[src/dbs_pkg.sv]
// Types and constants of the depth background subtraction block.
package dbs_pkg;

  localparam int FRAME_WIDTH_DEF  = 640;
  localparam int FRAME_HEIGHT_DEF = 480;

  localparam int DEPTH_W   = 16;
  localparam int IDX_W     = 19;
  localparam int CFG_IDX_W = 3;

  localparam logic [CFG_IDX_W-1:0] REG_MIN_RANGE = 3'd0;
  localparam logic [CFG_IDX_W-1:0] REG_MAX_RANGE = 3'd1;
  localparam logic [CFG_IDX_W-1:0] REG_MARGIN    = 3'd2;
  localparam logic [CFG_IDX_W-1:0] REG_ACCEPT    = 3'd3;
  localparam logic [CFG_IDX_W-1:0] REG_LEARN     = 3'd4;

  localparam logic [DEPTH_W-1:0] MIN_RANGE_RST = 16'd500;
  localparam logic [DEPTH_W-1:0] MAX_RANGE_RST = 16'd4500;
  localparam logic [DEPTH_W-1:0] MARGIN_RST    = 16'd100;
  localparam logic [DEPTH_W-1:0] ACCEPT_RST    = 16'd30;
  localparam logic [DEPTH_W-1:0] LEARN_RST     = 16'd30;

  localparam logic [DEPTH_W-1:0] COUNT_MAX = 16'hFFFF;

  typedef struct packed {
    logic [DEPTH_W-1:0] min_range_mm;
    logic [DEPTH_W-1:0] max_range_mm;
    logic [DEPTH_W-1:0] margin;
    logic [DEPTH_W-1:0] accept_frames;
    logic [DEPTH_W-1:0] learn_frames;
  } cfg_t;

  typedef struct packed {
    logic [DEPTH_W-1:0] background;
    logic [DEPTH_W-1:0] pending;
  } pix_t;

  localparam int PIX_W = $bits(pix_t);

endpackage

[src/dbs_update.sv]
// Per-pixel background update and foreground decision.
module dbs_update
  import dbs_pkg::*;
(
  input  cfg_t               cfg,
  input  logic               was_ready,
  input  logic [DEPTH_W-1:0] depth,
  input  pix_t               cur,
  output pix_t               nxt,
  output logic               fg
);

  logic [DEPTH_W:0]   depth_plus_margin;
  logic               far;
  logic [DEPTH_W-1:0] pend_inc;
  logic [DEPTH_W-1:0] bg_max;

  always_comb begin
    depth_plus_margin = {1'b0, depth} + {1'b0, cfg.margin};
    far = (depth_plus_margin >= {1'b0, cur.background}) || (cur.background == '0);
    pend_inc = (cur.pending != COUNT_MAX) ? cur.pending + 1'b1 : cur.pending;
    bg_max = (depth > cur.background) ? depth : cur.background;
    nxt = cur;
    if (depth != '0) begin
      if (!was_ready) begin
        nxt.background = bg_max;
      end else if (far) begin
        nxt.background = bg_max;
        nxt.pending = (cur.pending != '0) ? cur.pending - 1'b1 : cur.pending;
      end else if (pend_inc >= cfg.accept_frames) begin
        nxt.background = depth;
        nxt.pending = '0;
      end else begin
        nxt.pending = pend_inc;
      end
    end
    fg = was_ready && (depth >= cfg.min_range_mm) && (depth <= cfg.max_range_mm) &&
         (nxt.background != '0) && (depth_plus_margin < {1'b0, nxt.background});
  end

endmodule

[config.mk]
export PLATFORM = sky130hd
export DESIGN_NAME = dbs_update
export DESIGN_NICKNAME = d
export VERILOG_FILES = /design/src/dbs_pkg.sv /design/src/dbs_update.sv
export SDC_FILE = /design/constraint.sdc
export NUM_CORES = 1
export LEC_CHECK = 0
export ABC_AREA = 0
export BUFFER_PORTS_ARGS = -buffer_cell sky130_fd_sc_hd__buf_2
export CAP_MARGIN = 10
export CELL_PAD_IN_SITES_DETAIL_PLACEMENT = 0
export CELL_PAD_IN_SITES_GLOBAL_PLACEMENT = 1
export CORE_ASPECT_RATIO = 0.8
export CORE_MARGIN = 5
export CORE_UTILIZATION = 37
export DETAILED_ROUTE_END_ITERATION = 10
export PLACE_DENSITY = 0.86
export SLEW_MARGIN = 25
export SYNTH_ARGS = -nofsm -noshare
export SYNTH_HDL_FRONTEND = slang
export SYNTH_SLANG_ARGS = --single-unit
[constraint.sdc]
create_clock -name vclk -period 10.6
set_input_delay 2.12 -clock vclk [all_inputs]
set_output_delay 2.12 -clock vclk [all_outputs]
set_load 0.02 [all_outputs]
==> qor.yml, run 1 <==
yosys:
  synth_top_cell_by_area: "ha_1"
  netlist.area_leader.share: 0.315
  yosys_warnings: 0
  syn-cell-area_sq_um: 4490
  synthCells: 608
  synthTopCellsByArea: "ha_1 31%, inv_1 6.3%, a21oi_1 4.3%"
  yosysUniqueCellTypes: 67
  synth.avg_cell_area_sq_um: 7.39
  seq_area_frac_synth: 0
  synth_fp_nets: 851
placed_design:
  place.gp.congestion: 0.897
  hpwl_mm: 12.8
  placed_area_sq_um: 5390
  place_ws_ps: 283
  port_buffers: 146
cells_and_area:
  multi_input_area_sq_um: 4130
  fillers: 1240
  clockBufferCount: 0
  syn2layout_area_growth_pct: 20.6
  stdcell_area_sq_um: 5420
  fin_nets: 988
  drive_above_1_share: 0.248
  diodes: 0
  seq_area_sq_um: 0
  seq_cell_count: 0
power:
  p_leak_nw: 2.90
  vdd.ir_drop.worst_mv: 0.0326
  p_per_area_nw_per_um2: 67.6
  total_power_uw: 367
timing:
  maxSlewHeadroom: 0.353
  fin_crit_ps: 10180
  worstMarginPinSlew_ps: 970
  finalSetupViolations: 0
  rsz0062_at_grt: "no"
  tns_ps: 0
  final-hold-violation-count: 0
  fmax_mhz: 98.3
  drv_slew: 0
  post-route-period-util: 0.960
  fin_ws_ps: 422
hold_path:
  worstHoldStart: "cur[9]"
  hold_depth: 4
  hp-class: "in -> out"
  worstHoldEndpoint: "nxt[9]"
drt:
  viasPerCell: 5.60
  routed_wl_mm: 14.9
  wl_per_cell_um: 16.7
  drt_first_iter_violations: 366
  drtPass1Iterations: 5
  drtAntennaViolNets: 0
  vias: 5013
  drc: 0
worst_setup_path:
  crit_arrival_ps: 8060
  start_kind: "primary input"
  critPathKind: "in -> out"
  cp.required_ps: 8480
  crit_path_max_fanout: 14
  end_kind: "primary output"
grt:
  grt_max_degree: 27
  grt_pass1_wl_mm: 24.4
  antenna_found_initial: 0
  grt.total_usage: 0.200
  grt_pass1_vias: 4967
  overflow: 0
floorplanning:
  start_util: 0.374
  fp.dieW_um: 133
  core_area_sq_um: 12000
  boundaryPins: 162
  rows: 36
  die_area_sq_um: 14500
  die_y_um: 109
status:
  status: "finished clean"
run:
  drv_cap: 0
clock_tree:
  cts_hold_buf: 0
==> synth_stat cells (all sizes together) (5+ instances only) <==
library cell,count
inv,75
ha,113
nand2b,9
a211oi,9
o21ai,50
nor2b,7
xor2,7
o211ai,5
nor2,42
nor3,14
and3,8
buf,14
a21o,25
nand2,20
nand3,10
mux2,16
nand4,21
a2111oi,5
or2,5
xnor2,17
a21oi,39
o21a,7
mux2i,18
or3,5
clkbuf,5
nor4,11
==> timing repair <==
item                       4_1_cts  5_1_grt
setup buffers                    0        1
resized for setup                0        5
setup endpoints to repair        0        1
==> cells in the final DEF, fill, tap and decap left out, drive strengths merged, types with 5 or more instances in the layout <==
master	n
or2	5
nor2	42
a21oi	39
nor4	11
nor2b	7
a2111oi	5
nand2b	9
nand3	10
o21a	7
ha	113
o211ai	5
buf	154
nand2	20
and3	8
or3	5
xor2	7
mux2i	18
o21ai	50
inv	75
nand4	21
a211oi	9
mux2	16
a21o	25
xnor2	17
nor3	14
==> final cells by class <==
| cell class | count | share of cell area |
|---|---|---|
| Tap cell | 152 | 0.0351 |
| Multi-Input combinational cell | 514 | 0.763 |
| Inverter | 75 | 0.0519 |
| Timing Repair Buffer | 154 | 0.150 |
==> power by group <==
part / leakage [nW] / internal, mW / switching [mW] / total, mW
logic: 2.90 / 0.157 / 0.210 / 0.367
clock network: 0 / 0 / 0 / 0
registers: 0 / 0 / 0 / 0
==> metal layers <==
layer  routed length (um)  track usage
met2                 6560        0.334
met3                  988       0.0181
met1                 7230        0.291
met5                    0            0
met4                  178       0.0191
==> cells by family after synthesis <==
| group | Yosys count | share of synthesized area |
|---|---|---|
| mux | 34 | 0.0919 |
| xor+xnor | 24 | 0.0468 |
| fa+ha+maj | 114 | 0.319 |
| buf+inv | 94 | 0.0857 |
| compound gates | 175 | 0.252 |
| simple gates | 167 | 0.204 |
==> worst max path at each step <==
stage	end	from	slack, ps	cells past startpoint
after global routing	fg	depth[1]	40	30
after detailed placement	fg	cfg[32]	280	28
after floorplan	fg	cfg[32]	1210	26
after CTS	fg	cfg[32]	260	28
final	fg	depth[1]	420	28
after global placement	fg	cfg[32]	390	28
==> through the flow <==
step	hold WS (ps)	util	instances
final	4620	0.451	895
after global routing	4660	0.451	895
after floorplan	4400	-	608
after global placement	4620	0.448	894
after detailed placement	4620	0.448	894
after CTS	4620	0.448	894
==> critical path, stage by stage <==
cell,delay (ps)
buf_2,120
buf_4,160
ha_1,270
a21o_1,190
a21boi_1,220
o21ai_0,120
o21ai_1,190
o2111ai_1,200
a31o_2,280
a21oi_1,170
xnor2_1,210
ha_1,320
and3_1,200
nand4_1,100
o211ai_1,110
nor4b_2,340
nand3_1,150
mux2i_2,320
nor2_4,80
buf_12,160
mux2i_1,130
ha_1,310
and4_1,210
nand4_1,170
or3_1,460
or4_1,430
o211a_1,150
buf_2,160
No activity file was read; power rests on OpenSTA's default activity.
==> run 2, diff against run 1 <==
--- a/config.mk
+++ b/config.mk
@@ -6,15 +6,15 @@
 export NUM_CORES = 1
 export LEC_CHECK = 0
 export ABC_AREA = 0
-export BUFFER_PORTS_ARGS = -buffer_cell sky130_fd_sc_hd__buf_2
 export CAP_MARGIN = 10
 export CELL_PAD_IN_SITES_DETAIL_PLACEMENT = 0
 export CELL_PAD_IN_SITES_GLOBAL_PLACEMENT = 1
 export CORE_ASPECT_RATIO = 0.8
 export CORE_MARGIN = 5
-export CORE_UTILIZATION = 37
+export CORE_UTILIZATION = 48
 export DETAILED_ROUTE_END_ITERATION = 10
-export PLACE_DENSITY = 0.86
+export DONT_BUFFER_PORTS = 1
+export PLACE_DENSITY = 0.94
 export SLEW_MARGIN = 25
 export SYNTH_ARGS = -nofsm -noshare
 export SYNTH_HDL_FRONTEND = slang
==> constraint.sdc (replaced) <==
create_clock -name vclk -period 11.5
set_input_delay 2.3 -clock vclk [all_inputs]
set_output_delay 2.3 -clock vclk [all_outputs]
set_load 0.02 [all_outputs]
==> run 2 against run 1 <==
Setup slack improved by 200 ps. Routed wire length decreased by 7.2%. Critical path depth is 1 higher. Cell count shrank 21%. Die area shrank 21%. Count of clock-buffer cells in the layout did not move. Sequential cell count did not move. Total power shrank 23%. Global-route usage up 2.8 points. Combinational power shrank 23%. Via count decreased by 9.9%.
==> qor.yml, run 2 (synthesis gave the netlist of run 1 again) <==
drt:
  drt_first_iter_violations: 262  # -28%
  drtPass1Iterations: 5  # unchanged
  vias: 4519  # -9.9%
  routed_wl_mm: 13.9  # -7.2%
  viasPerCell: 6.40  # +14%
  drtAntennaViolNets: 0  # unchanged
  wl_per_cell_um: 19.7  # +18%
  drc: 0  # unchanged
placed_design:
  port_buffers: 0  # -100%
  place.gp.congestion: 0.899  # +0.13%
  hpwl_mm: 11.9  # -6.8%
  place_ws_ps: 720  # +437 ps
floorplanning:
  die_y_um: 96.5  # -11%
  core_area_sq_um: 9110  # -24%
  start_util: 0.493  # +0.119
  rows: 31  # -14%
  die_area_sq_um: 11400  # -21%
  fp.dieW_um: 118  # -11%
  boundaryPins: 162  # unchanged
clock_tree:
  post_cts_buffers: 0  # unchanged
  cts_resized: 0  # unchanged
  cts_hold_buf: 0  # unchanged
worst_setup_path:
  end_kind: "primary output"
  cp.required_ps: 9200  # +720 ps
  crit_arrival_ps: 8580  # +520 ps
  crit_path_max_fanout: 15  # +1
  startpoint: "cfg[32]"
  critPathTopFamily: "compound AO/OA/AOI/OAI gates"
  cp_num_buf_inv: 2  # -2
  critPathKind: "in -> out"
  crit_slowest_cell: "nor2_4"
  cpPeakStageDelay_ps: 520  # +60 ps
  start_kind: "primary input"
cells_and_area:
  drive_above_1_share: 0.0508  # -0.197
  layout_common_cells: "113 x ha_1, 75 x inv_1, 40 x nor2_1"
  fin_nets: 836  # -15%
  syn2layout_area_growth_pct: 1.22
  clockBufferCount: 0  # unchanged
  seq_area_sq_um: 0  # unchanged
  final_common_cell: "ha_1"
  seq_cell_count: 0  # unchanged
  fin_util: 0.499  # +0.0483
  diodes: 0  # unchanged
  fillers: 908  # -27%
timing:
  fin_crit_ps: 10880
  drv_slew: 0  # unchanged
  finalSetupViolations: 0  # unchanged
  hold_slack_ps: 4760  # +143 ps
  rsz0062_at_grt: "no"
  fin_ws_ps: 618  # +195 ps
  final-hold-violation-count: 0  # unchanged
  tns_ps: 0  # unchanged
  post-route-period-util: 0.946
  worstMarginPinSlew_ps: 931  # -39.3 ps
  maxSlewHeadroom: 0.379  # +0.0262
  fmax_mhz: 91.9
hold_path:
  hp-class: "in -> out"
  worstHoldStart: "depth[5]"
grt:
  grt_pass1_vias: 4259  # -14%
  grt.total_usage: 0.229  # +0.0284
  overflow: 0  # unchanged
  grt_max_degree: 27  # unchanged
  grt_pass1_wl_mm: 21.8  # -10%
  antenna_found_initial: 0  # unchanged
run:
  drv_cap: 0  # unchanged
status:
  status: "finished clean"
power:
  total_power_uw: 282  # -23%
  vdd.ir_drop.worst_mv: 0.0310  # -4.8%
  p_leak_nw: 2.27  # -22%
  p_per_area_nw_per_um2: 62.0  # -8.3%
[run 2: area by class of cell]
class	instances	area (sq um)	share of cell area
inverter	75	282	0.0619
multi-input combinational	514	4110	0.903
tap	115	144	0.0316
timing repair buffer	2	15.0	0.00330
[run 2: path summary, 6_finish.rpt]
path | depth (start not counted) | slack (ps) | end
max | 29 | 620 | fg
min | 1 | 4760 | nxt[21]
[run 2: per-stage QoR]
step | instance area, sq um | std cells
after CTS | 4550 | 706
after global placement | 4550 | 706
after floorplan | 4490 | 608
final | 4550 | 706
after global routing | 4550 | 706
after detailed placement | 4550 | 706
[run 2: metal layers]
| layer | track usage | part of all wire |
|---|---|---|
| met1 | 0.334 | 0.48 |
| met4 | 0.0105 | 0.0045 |
| met3 | 0.0355 | 0.075 |
| met2 | 0.374 | 0.44 |
| met5 | 0 | 0 |
[run 2: power breakdown]
part	total, mW	switching, mW	internal, mW
Sequential	0	0	0
Combinational	0.282	0.166	0.116
Clock	0	0	0
Total	0.282	0.166	0.116
